--- src/tach_pkg.sv ---
// Shared types and constants for the encoder pulse tachometer.
package tach_pkg;

    localparam int DW   = 32;
    localparam int PDW  = 8;
    localparam int IDXW = 2;
    localparam int CMDW = 2;
    localparam int CFGW = 2;

    localparam logic [CMDW-1:0] CMD_PULSE = 2'd0;
    localparam logic [CMDW-1:0] CMD_ROLL  = 2'd1;
    localparam logic [CMDW-1:0] CMD_CLEAR = 2'd2;

    localparam logic [CFGW-1:0] CFG_ROLLOVER = 2'd0;
    localparam logic [CFGW-1:0] CFG_SPEED    = 2'd1;
    localparam logic [CFGW-1:0] CFG_PDIST    = 2'd2;

    localparam logic [DW-1:0]  RST_ROLLOVER = 32'd40800000;
    localparam logic [DW-1:0]  RST_SPEED    = 32'd224400000;
    localparam logic [PDW-1:0] RST_PDIST    = 8'd1;

    typedef enum logic [3:0] {
        ST_IDLE = 4'b0001,
        ST_CALC = 4'b0010,
        ST_DIV  = 4'b0100,
        ST_DONE = 4'b1000
    } t_state;

    typedef struct packed {
        logic [DW-1:0] last;
        logic [DW-1:0] speed;
        logic [DW-1:0] odo;
    } t_entry;

    typedef struct packed {
        logic          start;
        logic [DW-1:0] dividend;
        logic [DW-1:0] divisor;
    } t_div_req;

    typedef struct packed {
        logic          done;
        logic [DW-1:0] quotient;
    } t_div_rsp;

endpackage

--- src/encoder_pulse_tachometer.sv ---
// Top level: encoder period, speed and odometer tracking over a shared state memory.
// A transaction goes CALC, then DIV if a pulse needs a divide, then DONE.
// A new transaction waits until the previous one, with any 32-step divide, is done.
// The next transaction is taken while a finished result waits in the output register.
// Reset: synchronous, clears flags and entry valid bits; no clearing pass.
// Registers reset to rollover 40800000, speed constant 224400000, pulse distance 1.
module encoder_pulse_tachometer #(
    parameter int NUM_ENCODERS = 4
) (
    input  logic                          i_clk,
    input  logic                          i_rst_n,
    input  logic                          i_valid,
    output logic                          o_stall,
    input  logic [tach_pkg::CMDW-1:0]     i_command,
    input  logic [tach_pkg::IDXW-1:0]     i_encoder_index,
    input  logic [tach_pkg::DW-1:0]       i_timer_count,
    output logic                          o_valid,
    input  logic                          i_stall,
    output logic [tach_pkg::IDXW-1:0]     o_encoder_index_out,
    output logic [tach_pkg::DW-1:0]       o_speed,
    output logic [tach_pkg::DW-1:0]       o_distance,
    input  logic                          i_cfg_we,
    input  logic [tach_pkg::CFGW-1:0]     i_cfg_index,
    input  logic [tach_pkg::DW-1:0]       i_cfg_data
);
    import tach_pkg::*;

    localparam int AW = (NUM_ENCODERS > 1) ? $clog2(NUM_ENCODERS) : 1;

    t_state                  r_state;
    logic [CMDW-1:0]         r_cmd;
    logic [IDXW-1:0]         r_idx;
    logic [DW-1:0]           r_tc;
    logic [DW-1:0]           r_rp;
    logic [DW-1:0]           r_sc;
    logic [PDW-1:0]          r_pd;
    logic [NUM_ENCODERS-1:0] r_rolled;
    logic [NUM_ENCODERS-1:0] r_szero;
    t_entry                  r_new;
    logic                    r_wr;
    logic                    r_ovalid;
    logic [IDXW-1:0]         r_oidx;
    logic [DW-1:0]           r_ospeed;
    logic [DW-1:0]           r_odist;

    logic                    w_accept;
    logic [AW-1:0]           w_addr;
    logic                    w_inr;
    t_entry                  w_ent;
    logic                    w_rolled;
    logic [DW-1:0]           w_spd;
    logic [DW-1:0]           w_span;
    logic                    w_span_hi;
    logic                    w_span_zero;
    logic                    w_go;
    t_div_req                w_div_req;
    t_div_rsp                w_div_rsp;

    assign w_accept = i_valid && !o_stall;
    assign w_addr   = AW'(r_idx);
    assign w_inr    = (int'(r_idx) < NUM_ENCODERS);
    assign w_go     = (r_state == ST_DONE) && (!r_ovalid || !i_stall);

    always_comb begin
        w_rolled    = w_inr && r_rolled[w_addr];
        w_spd       = (w_inr && r_szero[w_addr]) ? '0 : w_ent.speed;
        w_span      = w_rolled ? (r_tc + (r_rp - w_ent.last)) : (r_tc - w_ent.last);
        w_span_hi   = (w_span >= r_rp);
        w_span_zero = (w_span == '0);
        w_div_req.start    = (r_state == ST_CALC) && (r_cmd == CMD_PULSE) && w_inr
                             && !w_span_hi && !w_span_zero;
        w_div_req.dividend = r_sc;
        w_div_req.divisor  = w_span;
    end

    tach_mem #(
        .NUM_ENCODERS(NUM_ENCODERS),
        .AW          (AW)
    ) u_mem (
        .i_clk    (i_clk),
        .i_rst_n  (i_rst_n),
        .i_rd_en  (w_accept),
        .i_rd_addr(AW'(i_encoder_index)),
        .i_wr_en  (w_go && r_wr),
        .i_wr_addr(w_addr),
        .i_wr_data(r_new),
        .o_rd_data(w_ent)
    );

    tach_div u_div (
        .i_clk  (i_clk),
        .i_rst_n(i_rst_n),
        .i_req  (w_div_req),
        .o_rsp  (w_div_rsp)
    );

    always_ff @(posedge i_clk) begin
        if (!i_rst_n) begin
            r_rp <= RST_ROLLOVER;
            r_sc <= RST_SPEED;
            r_pd <= RST_PDIST;
        end else if (i_cfg_we) begin
            case (i_cfg_index)
                CFG_ROLLOVER: r_rp <= i_cfg_data;
                CFG_SPEED:    r_sc <= i_cfg_data;
                CFG_PDIST:    r_pd <= i_cfg_data[PDW-1:0];
                default:      ;
            endcase
        end
    end

    always_ff @(posedge i_clk) begin
        if (!i_rst_n) begin
            r_state  <= ST_IDLE;
            r_rolled <= '0;
            r_szero  <= '0;
            r_wr     <= 1'b0;
            r_ovalid <= 1'b0;
        end else begin
            if (w_go) begin
                r_ovalid <= 1'b1;
            end else if (!i_stall) begin
                r_ovalid <= 1'b0;
            end

            case (r_state)
                ST_IDLE: begin
                    if (w_accept) begin
                        r_cmd   <= i_command;
                        r_idx   <= i_encoder_index;
                        r_tc    <= i_timer_count;
                        r_state <= ST_CALC;
                    end
                end
                ST_CALC: begin
                    r_wr      <= 1'b0;
                    r_new     <= '{last: w_ent.last, speed: w_spd, odo: w_ent.odo};
                    r_state   <= ST_DONE;
                    case (r_cmd)
                        CMD_PULSE: begin
                            if (w_inr) begin
                                r_wr               <= 1'b1;
                                r_rolled[w_addr]   <= 1'b0;
                                r_new.last         <= r_tc;
                                r_new.odo          <= w_ent.odo + DW'(r_pd);
                                if (w_span_hi) begin
                                    r_new.speed <= '0;
                                end else if (w_span_zero) begin
                                    r_new.speed <= r_sc;
                                end else begin
                                    r_state <= ST_DIV;
                                end
                            end
                        end
                        CMD_ROLL: begin
                            for (int i = 0; i < NUM_ENCODERS; i++) begin
                                if (r_rolled[i]) begin
                                    r_szero[i]  <= 1'b1;
                                    r_rolled[i] <= 1'b0;
                                end else begin
                                    r_rolled[i] <= 1'b1;
                                end
                            end
                            if (w_rolled) begin
                                r_new.speed <= '0;
                            end
                        end
                        CMD_CLEAR: begin
                            if (w_inr) begin
                                r_wr      <= 1'b1;
                                r_new.odo <= '0;
                            end
                        end
                        default: ;
                    endcase
                end
                ST_DIV: begin
                    if (w_div_rsp.done) begin
                        r_new.speed <= w_div_rsp.quotient;
                        r_state     <= ST_DONE;
                    end
                end
                ST_DONE: begin
                    if (w_go) begin
                        r_oidx   <= r_idx;
                        r_ospeed <= w_inr ? r_new.speed : '0;
                        r_odist  <= w_inr ? r_new.odo : '0;
                        if (r_wr) begin
                            r_szero[w_addr] <= 1'b0;
                        end
                        r_state  <= ST_IDLE;
                    end
                end
                default: r_state <= ST_IDLE;
            endcase
        end
    end

    assign o_stall             = (r_state != ST_IDLE);
    assign o_valid             = r_ovalid;
    assign o_encoder_index_out = r_oidx;
    assign o_speed             = r_ospeed;
    assign o_distance          = r_odist;

endmodule

--- src/tach_div.sv ---
// Restoring divider, one quotient bit per cycle.
module tach_div (
    input  logic               i_clk,
    input  logic               i_rst_n,
    input  tach_pkg::t_div_req i_req,
    output tach_pkg::t_div_rsp o_rsp
);
    import tach_pkg::*;

    localparam int CNTW = $clog2(DW);

    logic            r_busy;
    logic            r_done;
    logic [CNTW-1:0] r_cnt;
    logic [DW-1:0]   r_rem;
    logic [DW-1:0]   r_quo;
    logic [DW-1:0]   r_div;

    logic [DW:0]     w_trial;
    logic [DW:0]     w_diff;
    logic            w_ge;
    logic [DW-1:0]   n_rem;

    always_comb begin
        w_trial = {r_rem, r_quo[DW-1]};
        w_diff  = w_trial - {1'b0, r_div};
        w_ge    = (w_trial >= {1'b0, r_div});
        n_rem   = w_ge ? w_diff[DW-1:0] : w_trial[DW-1:0];
    end

    always_ff @(posedge i_clk) begin
        if (!i_rst_n) begin
            r_busy <= 1'b0;
            r_done <= 1'b0;
            r_cnt  <= '0;
        end else begin
            r_done <= 1'b0;
            if (i_req.start) begin
                r_busy <= 1'b1;
                r_cnt  <= '0;
                r_rem  <= '0;
                r_quo  <= i_req.dividend;
                r_div  <= i_req.divisor;
            end else if (r_busy) begin
                r_rem <= n_rem;
                r_quo <= {r_quo[DW-2:0], w_ge};
                r_cnt <= r_cnt + 1'b1;
                if (r_cnt == CNTW'(DW - 1)) begin
                    r_busy <= 1'b0;
                    r_done <= 1'b1;
                end
            end
        end
    end

    assign o_rsp.done     = r_done;
    assign o_rsp.quotient = r_quo;

endmodule

--- src/tach_mem.sv ---
// Per-encoder state memory with registered read and entry valid bits.
module tach_mem #(
    parameter int NUM_ENCODERS = 4,
    parameter int AW           = 2
) (
    input  logic             i_clk,
    input  logic             i_rst_n,
    input  logic             i_rd_en,
    input  logic [AW-1:0]    i_rd_addr,
    input  logic             i_wr_en,
    input  logic [AW-1:0]    i_wr_addr,
    input  tach_pkg::t_entry i_wr_data,
    output tach_pkg::t_entry o_rd_data
);
    import tach_pkg::*;

    t_entry                  r_mem [NUM_ENCODERS];
    logic [NUM_ENCODERS-1:0] r_vld;
    t_entry                  r_rdata;
    logic                    r_rvld;

    always_ff @(posedge i_clk) begin
        if (i_wr_en) begin
            r_mem[i_wr_addr] <= i_wr_data;
        end
        if (i_rd_en) begin
            r_rdata <= r_mem[i_rd_addr];
        end
    end

    always_ff @(posedge i_clk) begin
        if (!i_rst_n) begin
            r_vld  <= '0;
            r_rvld <= 1'b0;
        end else begin
            if (i_rd_en) begin
                r_rvld <= (int'(i_rd_addr) < NUM_ENCODERS) && r_vld[i_rd_addr];
            end
            if (i_wr_en) begin
                r_vld[i_wr_addr] <= 1'b1;
            end
        end
    end

    assign o_rd_data = r_rvld ? r_rdata : '0;

endmodule
--- config.mk ---
export PLATFORM = sky130hd
export DESIGN_NAME = encoder_pulse_tachometer
export DESIGN_NICKNAME = d
export VERILOG_FILES = /design/src/tach_pkg.sv /design/src/encoder_pulse_tachometer.sv /design/src/tach_div.sv /design/src/tach_mem.sv
export SDC_FILE = /design/constraint.sdc
export NUM_CORES = 1
export LEC_CHECK = 0
export BUFFER_PORTS_ARGS = -buffer_cell sky130_fd_sc_hd__buf_2
export CORE_MARGIN = 2
export CORE_UTILIZATION = 65
export CTS_BUF_LIST = sky130_fd_sc_hd__clkbuf_16
export DETAILED_ROUTE_END_ITERATION = 12
export GPL_ROUTABILITY_DRIVEN = 0
export PLACE_DENSITY_LB_ADDON = 0.1
export SETUP_SLACK_MARGIN = 0.3
export SYNTH_ARGS = -nofsm -noshare
export SYNTH_HDL_FRONTEND = slang
export SYNTH_SLANG_ARGS = --single-unit
--- constraint.sdc ---
create_clock -name i_clk -period 14.04 [get_ports i_clk]
set_clock_uncertainty 0.1 [all_clocks]
set_input_delay 2.808 -clock i_clk [delete_from_list [all_inputs] [get_ports i_clk]]
set_output_delay 2.808 -clock i_clk [all_outputs]
set_load 0.03 [all_outputs]
Word-level counts from Yosys, hierarchy flattened
Memories as Yosys holds them, arrays and structs flattened. A register that Yosys moved wholly into a read port is not among the register bits.
Index checks and enable logic that the tools add are counted.
{ "word_totals": {"memories": 1, "out_inout_bits": 68, "reg_bits": 392, "word_cells": 156, "ramBits": 384, "in_bits": 75} }
{ "classes": {"order_cmp": 5, "reduce_logical": 38, "n_eq_ne": 20, "addsub": 6, "n_mux": 52, "n_bitwise": 6} }
{ "mem_list": {"columns": ["memory", "words", "word_bits", "rd", "rd_clocked_by_memory_dff", "write_ports", "line", "text"], "rows": [
  ["u_mem.r_mem", 4, 96, 1, 1, 1, "tach_mem.sv:17", "t_entry r_mem [NUM_ENCODERS];"]
]} }
{ "op_table": {"columns": ["cell", "count"], "rows": [
  ["2-to-1 mux 32 bit", 11],
  ["one-hot mux 32 bit (2 select lines)", 3],
  ["2-to-1 mux 96 bit", 1],
  ["subtractor 32 bit", 3],
  ["2-to-1 mux 4 bit", 9],
  ["greater-or-equal comparator 33 x 32 -> 1 bit", 1],
  ["adder 32 bit", 1],
  ["adder 32 x 8 -> 32 bit", 1],
  ["greater-or-equal comparator 32 bit", 1],
  ["zero test 32 bit", 1],
  ["2-to-1 mux 1 bit", 21],
  ["AND reduction 5 bit", 4],
  ["one-hot mux 4 bit (2 select lines)", 2],
  ["one-hot mux 4 bit (4 select lines)", 1],
  ["AND reduction 2 bit", 7],
  ["!= test 2 bit (second input constant)", 6],
  ["AND reduction 3 bit", 4],
  ["AND 4 bit", 2],
  ["!= test 2 x 1 -> 1 bit (second input constant)", 4],
  ["nonzero test 2 bit", 4],
  ["logical AND 1 bit", 7],
  ["binary-select mux 1 bit (select 2 bit)", 3],
  ["< comparator 2 x 3 -> 1 bit (second input constant)", 2],
  ["adder 5 x 1 -> 5 bit (second input constant)", 1],
  ["18 further kinds", 27]
]} }

Logic depth before layout (Yosys ltp)
{ "logic_depth": {"ltp_word": 10, "ltp_mapped": 30, "mapped_depth_nobuf": 26} }

Cells and area by module
A second synthesis with hierarchy kept.
{ "hier_totals": {"cells_unflattened": 3292, "hier_area_um2": 41798.8} }
{ "by_module_without_submodules": {"columns": ["module", "area_per_inst_um2", "seq_area_each_um2", "instances", "cells_each"], "rows": [
  ["encoder_pulse_tachometer", 18208.7, 7667.4, 1, 2010],
  ["tach_mem", 17563.1, 14513.9, 1, 723],
  ["tach_div", 6027.0, 3022.9, 1, 559]
]} }

Least setup slack after synthesis
OpenSTA, ideal clock, no wires.
{ "synth_path": {"kind": "input port to flip-flop", "startpoint": "input port i_stall", "endpoint": "memory u_mem.r_mem[0][0] (netlist name), enable pin", "t_arrival_ps": 9619, "required_ps": 13269, "path_buffers": 0, "setup_time_ps": 671, "path_stages": 3, "setup_slack_ps": 3649, "path_cell_list": "nand2_1 nand3_1 nor3_1"} }
{ "synth_between": {"elab_chain_len": 6} }
{ "synth_rtl": {"columns": ["element", "line", "text"], "rows": [
  ["from (decl)", "encoder_pulse_tachometer.sv:18", "input logic i_stall,"],
  ["zero test 1 bit", null, null],
  ["logical OR 1 bit", "encoder_pulse_tachometer.sv:62", "assign w_go = (r_state == ST_DONE) && (!r_ovalid || !i_stall);"],
  ["logical AND 1 bit", "encoder_pulse_tachometer.sv:62", null],
  ["logical AND 1 bit", "encoder_pulse_tachometer.sv:84", ".i_wr_en (w_go && r_wr),"],
  ["2-to-1 mux 1 bit", "tach_mem.sv:23", "if (i_wr_en) begin"],
  ["2-to-1 mux 1 bit (implied by the code)", "tach_mem.sv:24", "r_mem[i_wr_addr] <= i_wr_data;"],
  ["to (decl)", "tach_mem.sv:17", null]
]} }
No other way between the ends.

==> metrics <==
outcome=completed; Mapped Area=40600 um2; initial antenna violation count=1; H-tree levels=3; Seq/Total Area, Yosys=0.6208; post-synth cell types=87; clk sink count=~870; max_slew headroom=0.2201; remaining global-route overflow=0; worst vdd ir=between 100 and 150 uV; Pins Over Slew Limit=0; sequential power share=0.527; crit path time final=just under 8 ns; Synth area leader=edfxtp_1; critical path arrival=about 8 ns; critical path endpoint=u_div.r_rem[11]; clock power share=0.400; CP startpoint kind=flip-flop; layout cell share with drive strength beyond 1=0.1429; post-CTS sizing=0; R2R Setup Slk=approximately 6.2 ns; Setup crit end kind=flip-flop; Global Route Usage Sum=0.3097; pin count of the biggest net entering global routing=about 100; Total Neg Setup Slack=0 ns; Core Region=61710 um2; routed vias/inst=between 6 and 7; Die X=253.9 um; reg2reg end=u_div.r_rem[11]; post-CTS setup buffer count=0; Main synth FF type=edfxtp_1; drt total wl=about 99000 um; first-pass GRT wire length=roughly 150000 um; Tcrit/Tclk final=0.5590; Synth area leaders=edfxtp_1 (57%), mux4_2 (5.4%), dfxtp_1 (4.8%); Sw Ratio=0.2307; CTS clk-pin slew, worst paths=roughly 0.060 ns; final hold vios=0; Yosys reg bits=between 800 and 900; RSZ-0062 raised after global routing=no; worst r2r src=u_mem.r_rvld; starting density of the core=0.6579; Syn Area/Cell=about 13 um2; internal power=between 4 and 5 mW; Area Growth Syn to Fin=10.47%; CTS tree=done; EDFF count, synth=774; leak pwr=between 15 and 20 nW; die area=between 60000 and 70000 um2; DR vias=around 26k; Worst EP required=roughly 14 ns; I/O pin count=143; Final setup violation count=0; PortBufs=roughly 140; vias in the first global route=between 20k and 30k; Clock Tree Buf Depth=3; CTS Root Cell=clkbuf_16; Yosys top cell area share=0.5724; max-cap viol count=0; Row Count=91; Worst Max-Slew Pin Slew=between 1 and 1.5 ns; chip height=between 200 and 300 um; CP Launch Point=u_mem.r_rvld; Worst Path Max Fanout=48; R2R cell count=26; Min-Delay Startpoint=u_mem.r_vld[1]; Synthesized Nets=roughly 3.3k; power per standard cell area=~120 nW/um2; TritonRoute pass-1 iters=7; Diodes inserted=0; 1st-iter DRT viols=2966; most numerous cell in the Yosys netlist=edfxtp_1; Cells after Synth=between 3k and 4k; fmax=around 130 MHz; Nets=3420; # hold bufs at CTS=0; dpl ws=6.376 ns; number of routed nets with antenna violations=0; clock latency on the worst-skew pair=approximately 0.66 ns; HPWL Detailed=between 60000 and 70000 um; DR WL/cell=approximately 24 um; Remaining DRCs=0; top post-synthesis cells by count=edfxtp_1 (774), nand2_1 (315), inv_1 (227); final worst slack=approximately 6.2 ns; Comb pwr share=0.072; CTS buffer count=between 80 and 90; Yosys warning total=0; Power, Total=5.444 mW; Critical Setup Path Class=flip-flop to flip-flop; Worst Hold Class=flip-flop to flip-flop; P_sw=about 1.3 mW; async set-reset flop share out of synthesis=0
-- layout by cell type, fill, tap and decap left out, types with 21 or more instances in the layout --
master / count
a21oi_1: 151
and3_1: 29
o21ai_0: 114
nand3_1: 55
clkinv_1: 21
xnor2_1: 50
fa_1: 34
nand2_1: 314
mux2_2: 24
mux4_2: 98
a221o_1: 25
a21o_1: 68
edfxtp_1: 774
dfxtp_1: 97
a21boi_0: 54
mux2i_1: 53
clkbuf_16: 88
o211ai_1: 22
xor2_1: 31
nor3_1: 23
nor2_1: 143
inv_1: 246
nand4_1: 34
buf_4: 30
nor2b_1: 35
ha_1: 137
and2_1: 44
buf_2: 140
-- state kept, by name, indices dropped and copies added, names as in the netlist, 2 cells and up --
signal,cells
r_new,96
o_distance,32
r_cmd,2
r_pd,8
o_encoder_index_out,2
u_div.r_cnt,5
r_sc,32
r_rolled,4
u_mem.r_vld,4
r_state,4
u_div.r_quo,32
u_mem.r_rdata,96
r_idx,2
u_div.r_div,32
u_div.r_rem,32
u_mem.r_mem,384
r_tc,32
r_rp,32
r_szero,4
o_speed,32
-- worst min path at each step --
stage | endpoint | slack (ns) | depth (start not counted)
floorplan | r_state[2] | 0.32 | 1
global placement | r_state[2] | 0.33 | 1
detailed placement | u_mem.r_vld[1] | 0.35 | 1
CTS | u_mem.r_vld[1] | 0.37 | 1
global route | u_mem.r_vld[2] | 0.38 | 1
finish | u_mem.r_vld[1] | 0.37 | 1
-- cells by family after synthesis --
family / share of synthesized area
AND/OR/NAND/NOR: 0.08986
adder cells (fa/ha/maj): 0.05898
buffers and inverters: 0.03393
flip-flops: 0.6208
AO/OA/AOI/OAI: 0.09985
multiplexers: 0.07914
XOR/XNOR: 0.01747
-- stage by stage --
step / utilization / std cells / instance area (um2) / hold WS, ns
after detailed placement: 0.6834 / 3923 / 42180 / 0.3532
after CTS: 0.7268 / 4085 / 44850 / 0.3666
after global routing: 0.7268 / 4085 / 44850 / 0.3823
after global placement: 0.6834 / 3923 / 42180 / 0.3337
final: 0.7268 / 4085 / 44850 / 0.3713
after floorplan: - / 3039 / 40600 / 0.3179
-- area by class of cell --
class                           count  area [um2]
Clock buffer                       88        2202
Fill cell                        4029       16860
Clock inverter                     74       475.5
Timing Repair Buffer              171       937.1
Sequential cell                   872       25210
Multi-Input combinational cell   1815       14130
Inverter                          228       855.8
Tap cell                          837        1047
-- worst max-delay path: stages (launching register included) --
cell and delay [ns]:
dfxtp_2 0.63, nand2_1 0.22, inv_1 0.13, fa_1 0.47, inv_1 0.08, ha_1 0.24
a211oi_1 0.30, o21ai_0 0.16, a31oi_1 0.55, o21ai_1 0.28, a21oi_1 0.36, o21bai_1 0.15
xor2_1 0.17, o21a_1 0.21, ha_1 0.30, a21o_1 0.16, a21o_1 0.16, a21oi_1 0.15
o21ai_0 0.11, a31oi_1 0.25, nand3_1 0.14, nor4_1 0.29, a211oi_2 0.08, buf_4 0.22
or3_1 0.47, nand2_2 0.39, buf_4 0.63
-- metal layers --
layer  wire, um  global-route usage  vias to the layer above
met5          0                   0                        -
li1           -                   -                    11620
met2      45590              0.4806                     1324
met1      40390              0.4411                    12900
met3       8705             0.04722                      241
met4       4476              0.1341                        0
-- power by group through the flow --
stage,Clock [mW],Sequential [mW],Combinational [mW]
after floorplan,0,2.91,0.269
after global placement,0,2.92,0.371
after detailed placement,0,2.92,0.380
after CTS,2.21,2.87,0.383
after global routing,2.30,2.87,0.424
final,2.18,2.87,0.393
(Power assumes the default switching activity.)
